File: src/sv/lge_pkg.sv
package lge_pkg;

   // Default board limits.
   localparam int DEF_MAX_WIDTH  = 64;
   localparam int DEF_MAX_HEIGHT = 64;

   // Field widths of the channels and the register port.
   localparam int REQ_TYPE_W   = 2;
   localparam int COORD_W      = 6;
   localparam int STEP_COUNT_W = 16;
   localparam int CSR_INDEX_W  = 1;
   localparam int CSR_DATA_W   = 7;

   // Smallest legal board edge, border ring included.
   localparam int MIN_EDGE = 3;

   // Reset value of both size registers.
   localparam logic [CSR_DATA_W-1:0] CSR_SIZE_RESET = 7'd64;

   typedef enum logic [REQ_TYPE_W-1:0] {
      REQ_WRITE = 2'd0,
      REQ_RUN   = 2'd1,
      REQ_READ  = 2'd2
   } lge_req_code_type;

   typedef enum logic [CSR_INDEX_W-1:0] {
      CSR_BOARD_WIDTH  = 1'b0,
      CSR_BOARD_HEIGHT = 1'b1
   } lge_csr_index_type;

   // Commands from the controller to the datapath.
   typedef struct packed {
      logic load_req;
      logic decode;
      logic clr_step;
      logic cell_rd;
      logic cell_op;
      logic gen_step;
      logic rsp_load;
   } lge_cmd_type;

   // Status from the datapath back to the controller.
   typedef struct packed {
      logic cell_go;
      logic run_go;
      logic clr_last;
      logic gen_wrap;
      logic gen_last;
   } lge_status_type;

endpackage

File: src/sv/lge_ctrl.sv
module lge_ctrl (
   input  logic                    clock,
   input  logic                    reset,
   input  logic                    req_valid,
   output logic                    req_ready,
   output logic                    rsp_valid,
   input  logic                    rsp_ready,
   output lge_pkg::lge_cmd_type    cmd,
   input  lge_pkg::lge_status_type st
);
   import lge_pkg::*;

   typedef enum logic [6:0] {
      ST_CLEAR   = 7'b0000001,
      ST_IDLE    = 7'b0000010,
      ST_DECODE  = 7'b0000100,
      ST_CELL_RD = 7'b0001000,
      ST_CELL_OP = 7'b0010000,
      ST_GEN     = 7'b0100000,
      ST_FINISH  = 7'b1000000
   } lge_state_type;

   lge_state_type state_ff, state_in;
   logic          rsp_valid_ff, rsp_valid_in;

   always_comb begin
      state_in = state_ff;
      cmd      = '0;
      case (state_ff)
         ST_CLEAR: begin
            cmd.clr_step = 1'b1;
            if (st.clr_last) begin
               state_in = ST_IDLE;
            end
         end
         ST_IDLE: begin
            if (req_valid) begin
               cmd.load_req = 1'b1;
               state_in     = ST_DECODE;
            end
         end
         ST_DECODE: begin
            cmd.decode = 1'b1;
            if (st.cell_go) begin
               state_in = ST_CELL_RD;
            end else if (st.run_go) begin
               state_in = ST_GEN;
            end else begin
               state_in = ST_FINISH;
            end
         end
         ST_CELL_RD: begin
            cmd.cell_rd = 1'b1;
            state_in    = ST_CELL_OP;
         end
         ST_CELL_OP: begin
            cmd.cell_op = 1'b1;
            state_in    = ST_FINISH;
         end
         ST_GEN: begin
            cmd.gen_step = 1'b1;
            if (st.gen_wrap && st.gen_last) begin
               state_in = ST_FINISH;
            end
         end
         ST_FINISH: begin
            if (!rsp_valid_ff || rsp_ready) begin
               cmd.rsp_load = 1'b1;
               state_in     = ST_IDLE;
            end
         end
         default: begin
            state_in = ST_IDLE;
         end
      endcase
   end

   always_comb begin
      rsp_valid_in = rsp_valid_ff;
      if (cmd.rsp_load) begin
         rsp_valid_in = 1'b1;
      end else if (rsp_ready) begin
         rsp_valid_in = 1'b0;
      end
   end

   always_ff @(posedge clock) begin
      if (reset) begin
         state_ff     <= ST_CLEAR;
         rsp_valid_ff <= 1'b0;
      end else begin
         state_ff     <= state_in;
         rsp_valid_ff <= rsp_valid_in;
      end
   end

   assign req_ready = (state_ff == ST_IDLE);
   assign rsp_valid = rsp_valid_ff;

`ifndef SYNTHESIS
   a_one_cmd: assert property (@(posedge clock) disable iff (reset)
      $onehot0({cmd.load_req, cmd.decode, cmd.clr_step, cmd.cell_rd,
                cmd.cell_op, cmd.gen_step, cmd.rsp_load}))
      else $error("more than one datapath command in a cycle");

   a_no_overwrite: assert property (@(posedge clock) disable iff (reset)
      cmd.rsp_load |-> (!rsp_valid_ff || rsp_ready))
      else $error("result register loaded while a result still waits");

   a_run_ends: assert property (@(posedge clock) disable iff (reset)
      (state_ff == ST_GEN && st.gen_wrap && st.gen_last) |=> (state_ff == ST_FINISH))
      else $error("run did not finish after its last generation");
`endif

endmodule

File: config.mk
export PLATFORM = sky130hd
export DESIGN_NAME = lge_ctrl
export DESIGN_NICKNAME = d
export VERILOG_FILES = /design/src/sv/lge_pkg.sv /design/src/sv/lge_ctrl.sv
export SDC_FILE = /design/constraint.sdc
export NUM_CORES = 1
export LEC_CHECK = 0
export BUFFER_PORTS_ARGS = -buffer_cell sky130_fd_sc_hd__buf_2
export CORE_AREA = 2 2 39 41
export CTS_CLUSTER_DIAMETER = 50
export CTS_CLUSTER_SIZE = 30
export DETAILED_ROUTE_END_ITERATION = 12
export DIE_AREA = 0 0 41 43
export PLACE_DENSITY_LB_ADDON = 0.05
export SLEW_MARGIN = 20
export SYNTH_ARGS = -nofsm -noshare
export SYNTH_HDL_FRONTEND = slang
export SYNTH_SLANG_ARGS = --single-unit
File: constraint.sdc
create_clock -name clock -period 1.9 [get_ports clock]
set_clock_uncertainty 0.05 [all_clocks]
set_input_delay 0.285 -clock clock [delete_from_list [all_inputs] [get_ports clock]]
set_output_delay 0.285 -clock clock [all_outputs]
set_load 0.01 [all_outputs]
==> summary.txt, run 1 <==
Outcome
  – Status: complete, but fails checks
  – Violated checks: setup timing

Logic synthesis
  – Netlist cell types: 33
  – Mapped Area: approximately 500 sq um
  – Top cells by area, synth: dfxtp_1 32%, and3_1 5.0%, nor4b_4 4.7%, nor2_1 4.5%, nand2b_1 3.7%
  – Seq/Total Area, Yosys: 31.92%
  – Synth area leader: dfxtp_1
  – Cells after Synth: 57
  – Post-synth ARST share: 0%
  – Prevailing post-synth register cell: dfxtp_1
  – Post-Synth XOR/XNOR Area: roughly 3.5%
  – Largest family of logic cells by synthesized area: simple AND/OR/NAND/NOR gates
  – Post-synth EDFFs: 0
  – Syn Nets: 66
  – Yosys warns: 0
  – Mapped Avg Cell Area: between 8 and 9 sq um
  – Top-area cell type share of the netlist area: 31.92%
  – Post-synthesis simple-gate area fraction: 45.64%
  – Adder-Cell Fraction of Synth Area: 0%
  – Mux contribution to synthesized area: under 10%
  – Post-synth top cells: 8 x dfxtp_1, 6 x nor2_1, 4 x and3_1
  – Post-synthesis register bit count: 8
  – Compound-gate portion of the synthesized area: between 10% and 20%
  – Cell with the most instances after synthesis: dfxtp_1

STA
  – Post-route setup TNS: -0.04112 ns
  – Fmax: a little over 0.5 GHz
  – Slew HR: 74.91%
  – Min Tclk post-route: about 1.9 ns
  – Final count of negative-setup-slack endpoints: 2
  – Final Cycle Share: 101.5%
  – Final Worst Setup Slack: -0.02757 ns
  – Final hold slack: about 0.19 ns
  – RSZ-0062 raised after global routing: yes
  – Final Hold Vio Count: 0
  – Fin. max-slew vios: 0
  – Worst Tran Pin Value: 0.3735 ns

Clocking
  – TritonCTS clock tree: done
  – Worst skew pair latency: ~0.25 ns
  – Hold Buf Count CTS: 0
  – H-tree Lvls: 1
  – Clk sinks: 8
  – TritonCTS buffer count: 3
  – Root Buffer: clkbuf_4
  – Clk slew on worst S/H paths: roughly 0.05 ns
  – Largest buffer count on any clock path: 2

Critical path
  – Crit Path Max Fanout: 3
  – Nature of the critical path startpoint: flop
  – Worst r2r path cells: 4
  – Worst setup EP type: primary output
  – R2r startpoint: state_ff[2]$_SDFFE_PP0P_
  – WP data arrival: between 1.5 and 2 ns
  – WS Path Type: flop to primary output
  – Worst path required time: 1.56 ns
  – R2R Path End: state_ff[2]$_SDFFE_PP0P_
  – Reg-to-reg slack, setup: around 0.21 ns

Global route
  – First-pass GRT wire length: 1966 um
  – GRT Util Overall: roughly 17%
  – GRT overflow: 0
  – Largest net degree at the start of global routing: 8
  – Vias in the first global route: ~480
  – Initial antenna violation count: 0

Worst hold path
  – Min-Delay Path Depth: 2
  – Hold EP: state_ff[0]$_SDFFE_PP1P_
  – Hold Startpoint: st[2]
  – Hold Path Class: primary input to flop

Power
  – Switching Share: around 29%
  – Logic gate share of total power: 25.9%
  – Power after layout: 0.4234 mW
  – Pint: a little over 0.3 mW
  – Power Density: ~600 mW/mm^2
  – Sw power: 0.1217 mW
  – Worst VDD drop: just under 0.0004 V
  – Power share of the sequential group: around 44%
  – Leak: between 0.3 and 0.4 nW
  – Clock Power Share: a little under a third

Place
  – GP Congestion: between 0.7 and 0.8
  – DP HPWL: roughly 950 um
  – Inst Count DP: 94
  – # port buffers: 17

Detailed routing
  – Wire per inst: around 12 um
  – Antenna-violating nets left: 0
  – Drc violations: 0
  – First DRT Iteration DRCs: 3
  – Vias: 520
  – Total Wirelength: 1231 um
  – DRT Pass-1 Iters: 2
  – Via density: 5.200

Floorplanning
  – Top Ports: 18
  – Core Area: about 0.0014 sq mm
  – Total die area: 0.001763 sq mm
  – Rows: 14
  – Die width: about 40 um
  – Starting Density: 36.26%
  – Die H: about 43 um

Finish
  – Area delta synth->final: 44.14%
  – Layout Nets: 95
  – Share of post-route cells with drive strength above 1: between 40% and 50%
  – Final non-filler cell total: 100
  – ANT cells: 0

Flow run
  – Max Cap Violations: 0
## sequential cells by signal (all words and copies together) (netlist names)
register / flops
rsp_valid: 1
state_ff: 7
## routing by layer
metal  wire [um]  track usage [%]  share of wire (%)  vias up
li1            -                -                  -      271
met1         587            21.17                 48      235
met2         558            24.69                 45       10
met3          54            4.712                4.4        4
met4          29            12.00                2.4        0
met5           0                0                  0        -
## worst max path at each step
stage                  end  cells after the start  slack [ns]                      from
CTS                 cmd[5]                      3       -0.07  state_ff[5]$_SDFFE_PP0P_
global route        cmd[3]                      3        -0.1  state_ff[5]$_SDFFE_PP0P_
global placement    cmd[6]                      4        0.13  state_ff[2]$_SDFFE_PP0P_
finish              cmd[3]                      3       -0.03  state_ff[5]$_SDFFE_PP0P_
detailed placement  cmd[3]                      3        0.07  state_ff[5]$_SDFFE_PP0P_
floorplan           cmd[6]                      4        0.01  state_ff[6]$_SDFFE_PP0P_
## worst max-delay path: stages, from the launching register on
cell and delay (ns):
dfxtp_4 0.34, or4_4 0.58, nor4b_4 0.25, buf_2 0.17
## per-stage QoR
step | instance area (sq um) | utilization, % | setup slack (ns)
after floorplan | 501.7 | - | 0.01489
after global placement | 633.1 | 45.75 | 0.1329
after detailed placement | 633.1 | 45.75 | 0.07092
after CTS | 708.2 | 51.18 | -0.06954
after global routing | 723.2 | 52.26 | -0.09556
final | 723.2 | 52.26 | -0.02757
## power groups by stage
stage               combinational, mW  clock, mW  sequential (mW)
detailed placement             0.0968          0            0.188
floorplan                      0.0582          0            0.187
finish                          0.110      0.129            0.185
global placement               0.0971          0            0.189
global route                    0.119      0.144            0.185
CTS                             0.108      0.135            0.183
## layout make-up
class | instances | area [sq um]
clock buffer | 3 | 22.52
inverter | 1 | 3.754
fill | 134 | 660.6
tap | 16 | 20.02
sequential | 8 | 163.9
multi-input combinational | 46 | 360.3
timing repair buffer | 26 | 152.6
## logic make-up (layout without fill, tap and decap cells)
logic type | Yosys count | in the layout
AND/OR/NAND/NOR | 35 | 35
AO/OA/AOI/OAI | 8 | 8
flip-flops | 8 | 8
buffers and inverters | 3 | 30
XOR/XNOR | 2 | 2
multiplexers | 1 | 1
## repair_timing
action	CTS	global route
endpoints found under the setup margin	5	5
pin swaps	5	4
buffers inserted	3	0
hold endpoints to repair	0	0
gates resized for setup	6	2
## cells in the final DEF (no fill, tap or decap), drive strengths merged
cell / n
nand4: 2
inv: 1
or3: 2
nor2b: 1
nor2: 6
a31oi: 1
and3: 4
o22a: 1
nor4b: 2
buf: 26
and2b: 1
nand3b: 1
dfxtp: 8
o211a: 1
xor2: 1
nand2b: 3
a21oi: 2
o31ai: 2
nand3: 1
clkbuf: 3
nand2: 3
and2: 1
xnor2: 1
o211ai: 1
nor3: 3
and4b: 1
nor4: 2
mux2i: 1
or4: 2
Note: power is estimated with default switching activity, not from simulation.
==> inputs of run 2 (changes only) <==
- BUFFER_PORTS_ARGS: -buffer_cell sky130_fd_sc_hd__buf_2 -> default
- DONT_BUFFER_PORTS: default -> 1
==> summary.txt, run 2 (synthesis gave the netlist of run 1 again) <==
Critical path
  – WP data arrival: 1.57 ns (-0.02 ns)
  – R2R Path End: state_ff[6]$_SDFFE_PP0P_
  – Worst r2r path cells: 4 (unchanged)
  – R2r startpoint: state_ff[5]$_SDFFE_PP0P_
  – Nature of the critical path startpoint: flop
  – WS Path Type: flop to primary output
  – Reg-to-reg slack, setup: 0.11 ns (-0.10 ns)
  – Worst path required time: 1.56 ns (about the same)
  – CP startpoint: state_ff[5]$_SDFFE_PP0P_
  – Worst setup EP type: primary output
  – Worst Setup EP: cmd[3]
  – Crit Path Max Fanout: 3 (unchanged)

Place
  – DP HPWL: 982.4 um (+3.8%)
  – Placed cell area: 540.5 sq um (-15%)
  – # port buffers: 0 (-17)
  – GP Congestion: 0.7358 (+4.2%)

Detailed routing
  – Highest metal used: met4
  – First DRT Iteration DRCs: 8 (+5)
  – Routed length on met2: 662 um (+19%)
  – Vias: 478 (-8.1%)
  – Post-Route M1 WL: 580 um (-1.2%)
  – WL met3: 76 um (+41%)
  – DRT Pass-1 Iters: 4 (+2)
  – Wire per inst: 15.78 um (+28%)
  – Drc violations: 0 (unchanged)
  – Via density: 5.624 (+8.1%)
  – Antenna-violating nets left: 0 (unchanged)
  – Total Wirelength: 1341 um (+8.9%)

Clocking
  – TritonCTS clock tree: done
  – TritonCTS buffer count: 3 (unchanged)
  – Root Buffer: clkbuf_4
  – Largest buffer count on any clock path: 2 (unchanged)
  – H-tree Lvls: 1 (unchanged)
  – Clk slew on worst S/H paths: 0.05 ns (about the same)
  – Worst skew pair latency: 0.26 ns (about the same)
  – Clk sinks: 8 (unchanged)

STA
  – RSZ-0062 raised after global routing: yes
  – Final count of negative-setup-slack endpoints: 2 (unchanged)
  – Fmax: 0.5240 GHz (+1.0%)
  – Fin. max-slew vios: 0 (unchanged)
  – Final Worst Setup Slack: -0.008554 ns (+0.01902 ns)
  – Slew HR: 73.27% (-1.6 points)
  – Worst Tran Pin Value: 0.3993 ns (+0.02577 ns)
  – Min Tclk post-route: 1.909 ns (-0.01902 ns)
  – Final Cycle Share: 100.5% (-1.0 points)
  – Final Hold Vio Count: 0 (unchanged)

Finish
  – ANT cells: 0 (unchanged)
  – Commonest cells after routing, fill and taps aside: 11 x buf_4, 5 x nor2_1, 4 x and3_1, 4 x dfxtp_1
  – Post-route design area: 678.2 sq um (-6.2%)
  – Register bank with the most flops: state_ff
  – Max FFs per register: 7 (unchanged)
  – Area delta synth->final: 35.16%
  – Layout Nets: 80 (-16%)
  – FILL cells: 135 (+0.75%)
  – Commonest non-fill, non-tap cell in the layout: buf_4
  – Share of post-route cells with drive strength above 1: 39.13% (-6.1 points)

Global route
  – Vias in the first global route: 485 (+0.41%)
  – Largest net degree at the start of global routing: 8 (unchanged)
  – GRT overflow: 0 (unchanged)
  – GRT Util Overall: 18.01% (+0.77 points)
  – First-pass GRT wire length: 2076 um (+5.6%)
  – Initial antenna violation count: 0 (unchanged)

Floorplanning
  – Core Area: 0.001384 sq mm (unchanged)
  – Starting Density: 36.26% (unchanged)
  – Total die area: 0.001763 sq mm (unchanged)
  – Die width: 41 um (unchanged)
  – Rows: 14 (unchanged)
  – Top Ports: 18 (unchanged)
  – Die H: 43 um (unchanged)

Outcome
  – Status: complete, but fails checks
  – Violated checks: setup timing

Power
  – Power Density: 620.3 mW/mm^2 (+5.9%)
  – Worst VDD drop: 0.0003475 V (-11%)
  – Power after layout: 0.4206 mW (-0.65%)
  – Leak: 0.2801 nW (-19%)

Worst hold path
  – Hold Path Class: primary input to flop

Flow run
  – Max Cap Violations: 0 (unchanged)
-- run 2: changes by cell type in the layout (fill, tap and decap cells not counted), sizes merged --
cell / previous run / this run
buf: 26 / 11
-- run 2: worst min path at each step --
stage | start | endpoint | slack (ns) | cells past startpoint
final | reset | state_ff[5]$_SDFFE_PP0P_ | 0.02 | 1
after global routing | reset | state_ff[5]$_SDFFE_PP0P_ | 0.02 | 1
after CTS | reset | state_ff[5]$_SDFFE_PP0P_ | 0.02 | 1
after detailed placement | reset | state_ff[5]$_SDFFE_PP0P_ | 0.31 | 1
after global placement | reset | state_ff[5]$_SDFFE_PP0P_ | 0.31 | 1
after floorplan | reset | state_ff[5]$_SDFFE_PP0P_ | 0.30 | 1
-- run 2: power breakdown --
group          internal (mW)  switching [mW]  total, mW
registers              0.173          0.0112      0.184
clock network         0.0725          0.0613      0.134
logic                 0.0488          0.0540      0.103
total                  0.294           0.126      0.421
-- run 2: layout make-up --
class                           instances  area [sq um]  share of cell area [%]
Multi-Input combinational cell         46         376.6                   55.54
Sequential cell                         8         172.7                   25.46
Timing Repair Buffer                   11         82.58                   12.18
Clock buffer                            3         22.52                   3.321
Tap cell                               16         20.02                   2.952
Inverter                                1         3.754                  0.5535
-- run 2: routing by layer --
layer  up-vias  track usage [%]
met1       227            21.04
met5         -                0
met3         2            7.330
li1        237                -
met2        12            25.62
met4         0            12.00
-- run 2: timing repair --
action	in CTS	in global routing
hold buffers	0	0
resized for setup	12	4
pin swaps	2	5
setup endpoints to repair	5	8
setup buffers	4	2
-- run 2: critical path, cell delays in order, from the launching register on --
cell and delay (ns):
dfxtp_4 0.34, or4_4 0.58, nor4b_4 0.23, buf_4 0.17
-- run 2: stage by stage --
stage	setup TNS (ns)	utilization (%)	hold WS [ns]	instances	worst slack, ns
after floorplan	0	-	0.3041	57	0.01489
after global routing	-0.09122	49.01	0.02162	85	-0.04733
after global placement	0	39.06	0.3091	76	0.1048
final	-0.01672	49.01	0.02491	85	-0.008554
after detailed placement	0	39.06	0.3077	76	0.08075
after CTS	-0.01428	46.02	0.02347	83	-0.01428
