--- src/sv/lge_pkg.sv ---
package lge_pkg;

   // Default board limits.
   localparam int DEF_MAX_WIDTH  = 64;
   localparam int DEF_MAX_HEIGHT = 64;

   // Field widths of the channels and the register port.
   localparam int REQ_TYPE_W   = 2;
   localparam int COORD_W      = 6;
   localparam int STEP_COUNT_W = 16;
   localparam int CSR_INDEX_W  = 1;
   localparam int CSR_DATA_W   = 7;

   // Smallest legal board edge, border ring included.
   localparam int MIN_EDGE = 3;

   // Reset value of both size registers.
   localparam logic [CSR_DATA_W-1:0] CSR_SIZE_RESET = 7'd64;

   typedef enum logic [REQ_TYPE_W-1:0] {
      REQ_WRITE = 2'd0,
      REQ_RUN   = 2'd1,
      REQ_READ  = 2'd2
   } lge_req_code_type;

   typedef enum logic [CSR_INDEX_W-1:0] {
      CSR_BOARD_WIDTH  = 1'b0,
      CSR_BOARD_HEIGHT = 1'b1
   } lge_csr_index_type;

   // Commands from the controller to the datapath.
   typedef struct packed {
      logic load_req;
      logic decode;
      logic clr_step;
      logic cell_rd;
      logic cell_op;
      logic gen_step;
      logic rsp_load;
   } lge_cmd_type;

   // Status from the datapath back to the controller.
   typedef struct packed {
      logic cell_go;
      logic run_go;
      logic clr_last;
      logic gen_wrap;
      logic gen_last;
   } lge_status_type;

endpackage

--- src/sv/lge_ram.sv ---
module lge_ram #(
   parameter int WIDTH = 64,
   parameter int DEPTH = 64
) (
   input  logic                     clock,
   input  logic                     wr_en,
   input  logic [$clog2(DEPTH)-1:0] wr_addr,
   input  logic [WIDTH-1:0]         wr_data,
   input  logic                     rd_en,
   input  logic [$clog2(DEPTH)-1:0] rd_addr,
   output logic [WIDTH-1:0]         rd_data
);

   logic [WIDTH-1:0] mem_ff [DEPTH];
   logic [WIDTH-1:0] rd_data_ff;

   always_ff @(posedge clock) begin
      if (wr_en) begin
         mem_ff[wr_addr] <= wr_data;
      end
      if (rd_en) begin
         rd_data_ff <= mem_ff[rd_addr];
      end
   end

   assign rd_data = rd_data_ff;

endmodule

--- src/sv/lge_datapath.sv ---
module lge_datapath #(
   parameter int MAX_WIDTH  = lge_pkg::DEF_MAX_WIDTH,
   parameter int MAX_HEIGHT = lge_pkg::DEF_MAX_HEIGHT
) (
   input  logic                               clock,
   input  logic                               reset,
   input  logic                               csr_wr_en,
   input  logic [lge_pkg::CSR_INDEX_W-1:0]    csr_index,
   input  logic [lge_pkg::CSR_DATA_W-1:0]     csr_wdata,
   input  logic [lge_pkg::REQ_TYPE_W-1:0]     req_type,
   input  logic [lge_pkg::COORD_W-1:0]        req_col,
   input  logic [lge_pkg::COORD_W-1:0]        req_row,
   input  logic                               req_cell_in,
   input  logic [lge_pkg::STEP_COUNT_W-1:0]   req_step_count,
   output logic                               rsp_cell_out,
   output logic                               rsp_status,
   input  lge_pkg::lge_cmd_type               cmd,
   output lge_pkg::lge_status_type            st
);
   import lge_pkg::*;

   localparam int RW  = MAX_WIDTH;
   localparam int AW  = $clog2(MAX_HEIGHT);
   localparam int CW  = $clog2(MAX_HEIGHT + 2);
   localparam int YW  = ((CW > CSR_DATA_W) ? CW : CSR_DATA_W) + 1;
   localparam int CLW = $clog2(MAX_WIDTH);

   // Size registers and the active board size derived from them.
   logic [CSR_DATA_W-1:0] board_width_ff, board_width_in;
   logic [CSR_DATA_W-1:0] board_height_ff, board_height_in;
   logic [CSR_DATA_W-1:0] act_w, act_h;
   logic [RW-1:0]         cmask;

   // Request held for the duration of its work.
   logic [REQ_TYPE_W-1:0]   req_type_ff;
   logic [COORD_W-1:0]      req_col_ff, req_row_ff;
   logic                    req_cell_ff;
   logic [STEP_COUNT_W-1:0] steps_ff, steps_in;

   // Result being formed and result on offer.
   logic res_cell_ff, res_cell_in, res_status_ff, res_status_in;
   logic rsp_cell_ff, rsp_status_ff;

   // Sweep counter and the three-row window of the generation sweep.
   logic [CW-1:0] cnt_ff, cnt_in;
   logic [RW-1:0] up_ff, mid_ff;
   logic          mid_int_ff;
   logic [RW-1:0] dn_seen, new_row, gen_row, cell_row;
   logic [YW-1:0] cnt_x, h_x;
   logic          dn_int;

   logic is_access, out_of_range, inner;
   logic [AW-1:0]  req_addr;
   logic [CLW-1:0] col_idx;

   logic           wr_en, rd_en;
   logic [AW-1:0]  wr_addr, rd_addr;
   logic [RW-1:0]  wr_data, rd_data;

   // Configuration registers.
   always_comb begin
      board_width_in  = board_width_ff;
      board_height_in = board_height_ff;
      if (csr_wr_en) begin
         case (csr_index)
            CSR_BOARD_WIDTH:  board_width_in  = csr_wdata;
            CSR_BOARD_HEIGHT: board_height_in = csr_wdata;
            default: begin
               board_width_in  = board_width_ff;
               board_height_in = board_height_ff;
            end
         endcase
      end
   end

   always_ff @(posedge clock) begin
      if (reset) begin
         board_width_ff  <= CSR_SIZE_RESET;
         board_height_ff <= CSR_SIZE_RESET;
      end else begin
         board_width_ff  <= board_width_in;
         board_height_ff <= board_height_in;
      end
   end

   // Saturate the sizes into the legal range.
   always_comb begin
      if (int'(board_width_ff) < MIN_EDGE) begin
         act_w = CSR_DATA_W'(MIN_EDGE);
      end else if (int'(board_width_ff) > MAX_WIDTH) begin
         act_w = CSR_DATA_W'(MAX_WIDTH);
      end else begin
         act_w = board_width_ff;
      end
      if (int'(board_height_ff) < MIN_EDGE) begin
         act_h = CSR_DATA_W'(MIN_EDGE);
      end else if (int'(board_height_ff) > MAX_HEIGHT) begin
         act_h = CSR_DATA_W'(MAX_HEIGHT);
      end else begin
         act_h = board_height_ff;
      end
   end

   // Interior columns are 1 to width-2.
   always_comb begin
      for (int i = 0; i < RW; i++) begin
         cmask[i] = (i != 0) && ((i + 2) <= int'(act_w));
      end
   end

   // Request decode.
   assign is_access    = req_type_ff inside {REQ_WRITE, REQ_READ};
   assign out_of_range = ({1'b0, req_col_ff} >= act_w) || ({1'b0, req_row_ff} >= act_h);
   assign inner        = (req_col_ff != '0) && (({1'b0, req_col_ff} + 7'd1) < act_w) &&
                         (req_row_ff != '0) && (({1'b0, req_row_ff} + 7'd1) < act_h);
   assign req_addr     = AW'(req_row_ff);
   assign col_idx      = CLW'(req_col_ff);

   assign st.cell_go  = is_access && !out_of_range && inner;
   assign st.run_go   = (req_type_ff == REQ_RUN) && (steps_ff != '0);
   assign st.clr_last = (cnt_ff == CW'(MAX_HEIGHT - 1));
   assign st.gen_wrap = (cnt_ff == CW'(MAX_HEIGHT + 1));
   assign st.gen_last = (steps_ff == STEP_COUNT_W'(1));

   always_ff @(posedge clock) begin
      if (cmd.load_req) begin
         req_type_ff <= req_type;
         req_col_ff  <= req_col;
         req_row_ff  <= req_row;
         req_cell_ff <= req_cell_in;
      end
   end

   // Sweep counter and generation count.
   always_comb begin
      cnt_in   = cnt_ff;
      steps_in = steps_ff;
      if (cmd.load_req) begin
         steps_in = req_step_count;
      end
      if (cmd.clr_step) begin
         cnt_in = st.clr_last ? '0 : cnt_ff + CW'(1);
      end
      if (cmd.gen_step) begin
         cnt_in = st.gen_wrap ? '0 : cnt_ff + CW'(1);
         if (st.gen_wrap) begin
            steps_in = steps_ff - STEP_COUNT_W'(1);
         end
      end
   end

   always_ff @(posedge clock) begin
      if (reset) begin
         cnt_ff <= '0;
      end else begin
         cnt_ff <= cnt_in;
      end
      steps_ff <= steps_in;
   end

   // The row now leaving the memory is row cnt-1; it counts only when interior.
   assign cnt_x   = YW'(cnt_ff);
   assign h_x     = YW'(act_h);
   assign dn_int  = (cnt_x >= YW'(2)) && ((cnt_x + YW'(1)) <= h_x);
   assign dn_seen = dn_int ? (rd_data & cmask) : '0;

   always_ff @(posedge clock) begin
      if (cmd.gen_step) begin
         up_ff      <= mid_ff;
         mid_ff     <= dn_seen;
         mid_int_ff <= dn_int;
      end
   end

   // B3/S23 on every column of the middle row.
   always_comb begin
      logic [RW-1:0] up_l, up_r, mid_l, mid_r, dn_l, dn_r;
      logic [3:0]    nsum;
      up_l  = up_ff << 1;
      up_r  = up_ff >> 1;
      mid_l = mid_ff << 1;
      mid_r = mid_ff >> 1;
      dn_l  = dn_seen << 1;
      dn_r  = dn_seen >> 1;
      for (int i = 0; i < RW; i++) begin
         nsum = 4'(up_l[i]) + 4'(up_ff[i]) + 4'(up_r[i]) + 4'(mid_l[i]) +
                4'(mid_r[i]) + 4'(dn_l[i]) + 4'(dn_seen[i]) + 4'(dn_r[i]);
         new_row[i] = (nsum == 4'd3) || ((nsum == 4'd2) && mid_ff[i]);
      end
   end

   assign gen_row = new_row & cmask & {RW{mid_int_ff}};

   always_comb begin
      cell_row          = rd_data;
      cell_row[col_idx] = req_cell_ff;
   end

   // Memory port steering.
   always_comb begin
      wr_en   = 1'b0;
      wr_addr = '0;
      wr_data = '0;
      rd_en   = 1'b0;
      rd_addr = '0;
      if (cmd.clr_step) begin
         wr_en   = 1'b1;
         wr_addr = cnt_ff[AW-1:0];
      end
      if (cmd.cell_rd) begin
         rd_en   = 1'b1;
         rd_addr = req_addr;
      end
      if (cmd.cell_op && (req_type_ff == REQ_WRITE)) begin
         wr_en   = 1'b1;
         wr_addr = req_addr;
         wr_data = cell_row;
      end
      if (cmd.gen_step) begin
         rd_en   = (cnt_ff < CW'(MAX_HEIGHT));
         rd_addr = cnt_ff[AW-1:0];
         wr_en   = (cnt_ff >= CW'(2));
         wr_addr = AW'(cnt_ff - CW'(2));
         wr_data = gen_row;
      end
   end

   lge_ram #(
      .WIDTH(RW),
      .DEPTH(MAX_HEIGHT)
   ) u_board (
      .clock  (clock),
      .wr_en  (wr_en),
      .wr_addr(wr_addr),
      .wr_data(wr_data),
      .rd_en  (rd_en),
      .rd_addr(rd_addr),
      .rd_data(rd_data)
   );

   // Result forming and the output register.
   always_comb begin
      res_cell_in   = res_cell_ff;
      res_status_in = res_status_ff;
      if (cmd.decode) begin
         res_cell_in   = 1'b0;
         res_status_in = is_access && out_of_range;
      end
      if (cmd.cell_op && (req_type_ff == REQ_READ)) begin
         res_cell_in = rd_data[col_idx];
      end
   end

   always_ff @(posedge clock) begin
      res_cell_ff   <= res_cell_in;
      res_status_ff <= res_status_in;
      if (cmd.rsp_load) begin
         rsp_cell_ff   <= res_cell_ff;
         rsp_status_ff <= res_status_ff;
      end
   end

   assign rsp_cell_out = rsp_cell_ff;
   assign rsp_status   = rsp_status_ff;

`ifndef SYNTHESIS
   a_port_apart: assert property (@(posedge clock) disable iff (reset)
      (wr_en && rd_en) |-> (wr_addr != rd_addr))
      else $error("board memory read and written at the same row");
`endif

endmodule

--- config.mk ---
export PLATFORM = sky130hd
export DESIGN_NAME = lge_datapath
export DESIGN_NICKNAME = d
export VERILOG_FILES = /design/src/sv/lge_pkg.sv /design/src/sv/lge_ram.sv /design/src/sv/lge_datapath.sv
export SDC_FILE = /design/constraint.sdc
export NUM_CORES = 2
export LEC_CHECK = 0
export BUFFER_PORTS_ARGS = -buffer_cell sky130_fd_sc_hd__buf_2
export CAP_MARGIN = 10
export CORE_MARGIN = 4
export CORE_UTILIZATION = 35
export CTS_CLUSTER_DIAMETER = 200
export DETAILED_ROUTE_END_ITERATION = 12
export PLACE_DENSITY = 0.6
export SLEW_MARGIN = 30
export SYNTH_ARGS = -nofsm -noshare
export SYNTH_HDL_FRONTEND = slang
export SYNTH_SLANG_ARGS = --single-unit
--- constraint.sdc ---
create_clock -name clock -period 19.5 [get_ports clock]
set_input_delay 0.975 -clock clock [delete_from_list [all_inputs] [get_ports clock]]
set_output_delay 0.975 -clock clock [all_outputs]
set_load 0.02 [all_outputs]
==> metrics list <==
* Root buffer selected by CTS: clkbuf_16
* Sequential power share: 50.4%
* Largest cells by area after synthesis: edfxtp_1, a21oi_1, nand2_1, fa_1, a221oi_1
* Fraction of power spent switching nets: roughly 26%
- Data required time of the critical path: 20250 ps
- Hold-fix buffers at CTS: 0
- Top_reg_cell synth: edfxtp_1
* Overall global routing resource usage: a little under a quarter
- Max Fanout on Critical Path: 66
- Wire length of the first global-routing pass: just under 900000 um
- Final hold violation count: 0
- Post-Syn Area: 182000 um2
- From synthesis to final layout, the design area changed by 13.3%.
- Setup repair after global routing missed its margin: false
* Slowest cell on the critical path: buf_4
- Pins Over Slew Limit: 0
- The synthesized design spends more area on one cell type than any other, namely edfxtp_1.
- Counting distinct cell types in the post-synthesis netlist gives 88.
- Worst-case vdd ir drop: a little under 0.00008 V
- Insertion delay of the later-clocked pin in the worst-skew pair: around 1100 ps
- Final global-route overflow total: 0
- Of the cells placed in the final design, the portion with a size suffix greater than 1 is 9.91%.
- The detailed router finished its first iteration with 20000 violations.
- Clock tree synthesis found a total of 4343 sinks.
- Combinational share of power: 11.6%
- Critical setup path kind: reg2reg
* Total internal power: 16.0 mW
- In this run the post-CTS setup repair buffer count came out at 0.
- TritonCTS built the clock tree.
* Power density over the cells: approximately 100 nW/um2
* Worst slew margin relative to its limit: between 20% and 30%
- Worst r2r path cells: 22
- For this run, the number of standard cells in the final layout without fillers is 20000.
* Count of flip-flops with a built-in enable after synthesis: 4306
- The layout has 47000 filler cells.
- The die is 728 um wide.
- Flip-flop and latch count after synthesis: 4343
- The routed layout has approximately 120k vias.
- The analysis attributes to cell leakage a power of 68.3 nW.
- Prior to clock tree synthesis, the placed netlist has a worst setup slack of ~12000 ps.
* Critical path's largest stage delay: about 750 ps
* Area fraction of the dominant cell type after synthesis: 71.2%
* Estimated wirelength of the detail-placed design: 339000 um
- The floorplan step set the die height to about 730 um.
- Overall power consumption after layout is estimated at 21.6 mW.
- The die covers around 530000 um2.
- edfxtp_1 is the most common cell in the netlist.
* Peak Freq: 0.125 GHz
- # IOs: 56
* Cells along the critical path: ha_1 -> nand3_1 -> nor2_1 -> xor2_1 -> ha_1 -> and3_1 -> o311ai_1 -> o21ai_1 -> a221oi_4 -> buf_4 -> buf_4 -> nand3_1 -> fa_1 -> fa_1 -> inv_1 -> ha_1 -> fa_1 -> o21ai_0 -> a2111oi_0 -> nand2_1 -> o21ai_4 -> buf_4
- Hold WC Path Type: in2reg
- Clock Skews: 61.6 ps
* Capturing element type of the critical path: flop
- Max-cap violations in this run came to 0.
- The clock tree synthesis step divided the H-tree into 5 levels.
- At the pin with the least slew margin, the transition time is about 1100 ps.
* Maximum number of pins on one net before global-route repair: 171
* Starting density of the core: between 30% and 40%
- Routability-driven placement finished with a final weighted congestion of 0.967.
* Core area: between 500000 and 600000 um2
- Counting instances, the worst hold path has a depth of 1.
* Total Wirelength: 636000 um
- Proportion of synthesized chip area in sequential cells: between 70% and 80%
- In the synthesized netlist, the number of instances is about 13000.
- In the final timing run, aggregate negative setup slack is 0 ps.
- Buffers inserted during clock tree synthesis total roughly 440.
- The via count of the first global-routing pass was 111000.
- Post-CTS Resized: 0
- The number of nets handed over by synthesis was 13200.
- Result of the run: completed
* Total number of yosys warnings: 0
- The net count of the finished layout is 13200.
- In this run the remaining antenna-violating nets after routing total 0.
* Clock edge transition at the registers on the reported setup and hold paths: approximately 70 ps
- Final-report setup violation count: 0
- Of the available clock period, the critical path in the final layout requires 41.2%.
- Counting instances in the post-synthesis netlist gives the leading cell types as edfxtp_1, nand2_1, a21oi_1, clkbuf_1, a221oi_1.
- Dividing the detail-routed via count by the number of cells gives 6.06.
- Deepest clock path buffer count: 4
* Clk pwr share: a little under two fifths
- The worst setup path is launched from a flop.
* Async set-reset flop share out of synthesis: 0%
- For the finished layout, the period the worst path requires is roughly 8000 ps.
- In the final routed layout, each cell accounts on average for 31.9 um.
- Setup slack after layout: 11470 ps
* Post-route DRC: 0
- Cell count after placement: 19100
- The first TritonRoute pass finished after 8 iterations.
- Antenna violations before repair: 40
- Data on the critical path arrives at its endpoint at 8780 ps.
- Port buffering added 55 buffers.
* Sw Pwr: ~5.6 mW
- Row count: 264
* Synthesized area per cell: between 10 and 15 um2
-- final cells by class --
cell class                 instances  area [um2]  area share, %
antenna                           16        40.0         0.0195
clock buffer                     548       11600           5.63
clock inverter                   256        2140           1.04
inverter                         334        1250          0.610
multi-input combinational       7075       47800           23.2
sequential                      4343      130000           63.2
tap                             6916        8650           4.21
timing repair buffer             463        4180           2.03
-- final timing paths --
check	from	to	slack [ps]
max	cnt_ff[1]$_SDFFE_PP0P_	u_board.mem_ff[14][47]$_DFFE_PP_	11470
min	req_col[4]	col_idx[4]$_DFFE_PP_	100
max reg2reg	cnt_ff[1]$_SDFFE_PP0P_	u_board.mem_ff[14][47]$_DFFE_PP_	11470
min reg2reg	res_cell_ff$_SDFFCE_PN0P_	rsp_cell_out$_DFFE_PP_	430
-- placed cells by master (no fill, tap or decap), drive strengths merged, types with 25 or more instances in the layout --
master,instances
edfxtp,4306
nand2,1681
a21oi,1277
clkbuf,549
a221oi,517
buf,462
nand3,424
o21ai,363
and3,356
inv,347
mux2i,328
a211oi,293
fa,246
ha,225
clkinv,204
nor4,201
a32oi,176
nor2,176
a31oi,173
a22oi,97
nand4,69
nor4b,57
o22ai,55
a31o,41
a32o,38
dfxtp,37
nor3,29
bufinv,27
o211ai,25
o21a,25
-- kinds of logic after synthesis --
family,share of synthesized area (%)
other,0.00414
adder cells (fa/ha/maj),4.28
AND/OR/NAND/NOR,7.90
XOR/XNOR,0.0675
multiplexers,1.88
AO/OA/AOI/OAI,11.3
flip-flops,71.6
buffers and inverters,2.89
-- critical path, delay by kind of cell (launching register included) --
family                   cells  cell delay (ps)
AND/OR/NAND/NOR              5             1250
flip-flops                   1              650
adder cells (fa/ha/maj)      6             2290
AO/OA/AOI/OAI                6             1240
buffers and inverters        4             1990
XOR/XNOR                     1              180
-- layer usage --
layer / part of all wire, % / global-route usage (%) / vias up
met1: 38 / 31.6 / 61900
met2: 44 / 35.2 / 8220
li1: - / - / 49300
met3: 13 / 5.52 / 1467
met4: 4.6 / 9.40 / 10
met5: 0.0082 / 0 / -
-- stage by stage --
stage	utilization, %	hold WS, ps	area (um2)
floorplan	-	400	182000
global route	39.8	85.1	206000
CTS	39.8	83.2	206000
detailed placement	37.1	420	192000
global placement	37.0	410	191000
finish	39.8	101	206000
-- registers in the layout (all words and copies together) (netlist names) --
signal and flops:
rsp_status 1, req_type_ff 2, board_height_ff 7, board_width_ff 7, mid_ff 63, col_idx 6
cnt_ff 7, res_status_ff 1, mid_int_ff 1, rsp_cell_out 1, up_ff 63, u_board.mem_ff 4096
req_cell_ff 1, u_board.rd_data 64, res_cell_ff 1, req_addr 6, steps_ff 16
-- power groups by stage --
stage / clock network (mW) / registers (mW) / logic (mW)
finish: 8.20 / 10.9 / 2.50
floorplan: 0 / 11.1 / 1.52
detailed placement: 0 / 11.1 / 2.44
CTS: 8.26 / 10.9 / 2.45
global route: 8.65 / 10.9 / 2.71
global placement: 0 / 11.1 / 2.40
Power figures use the tool's default switching activity.
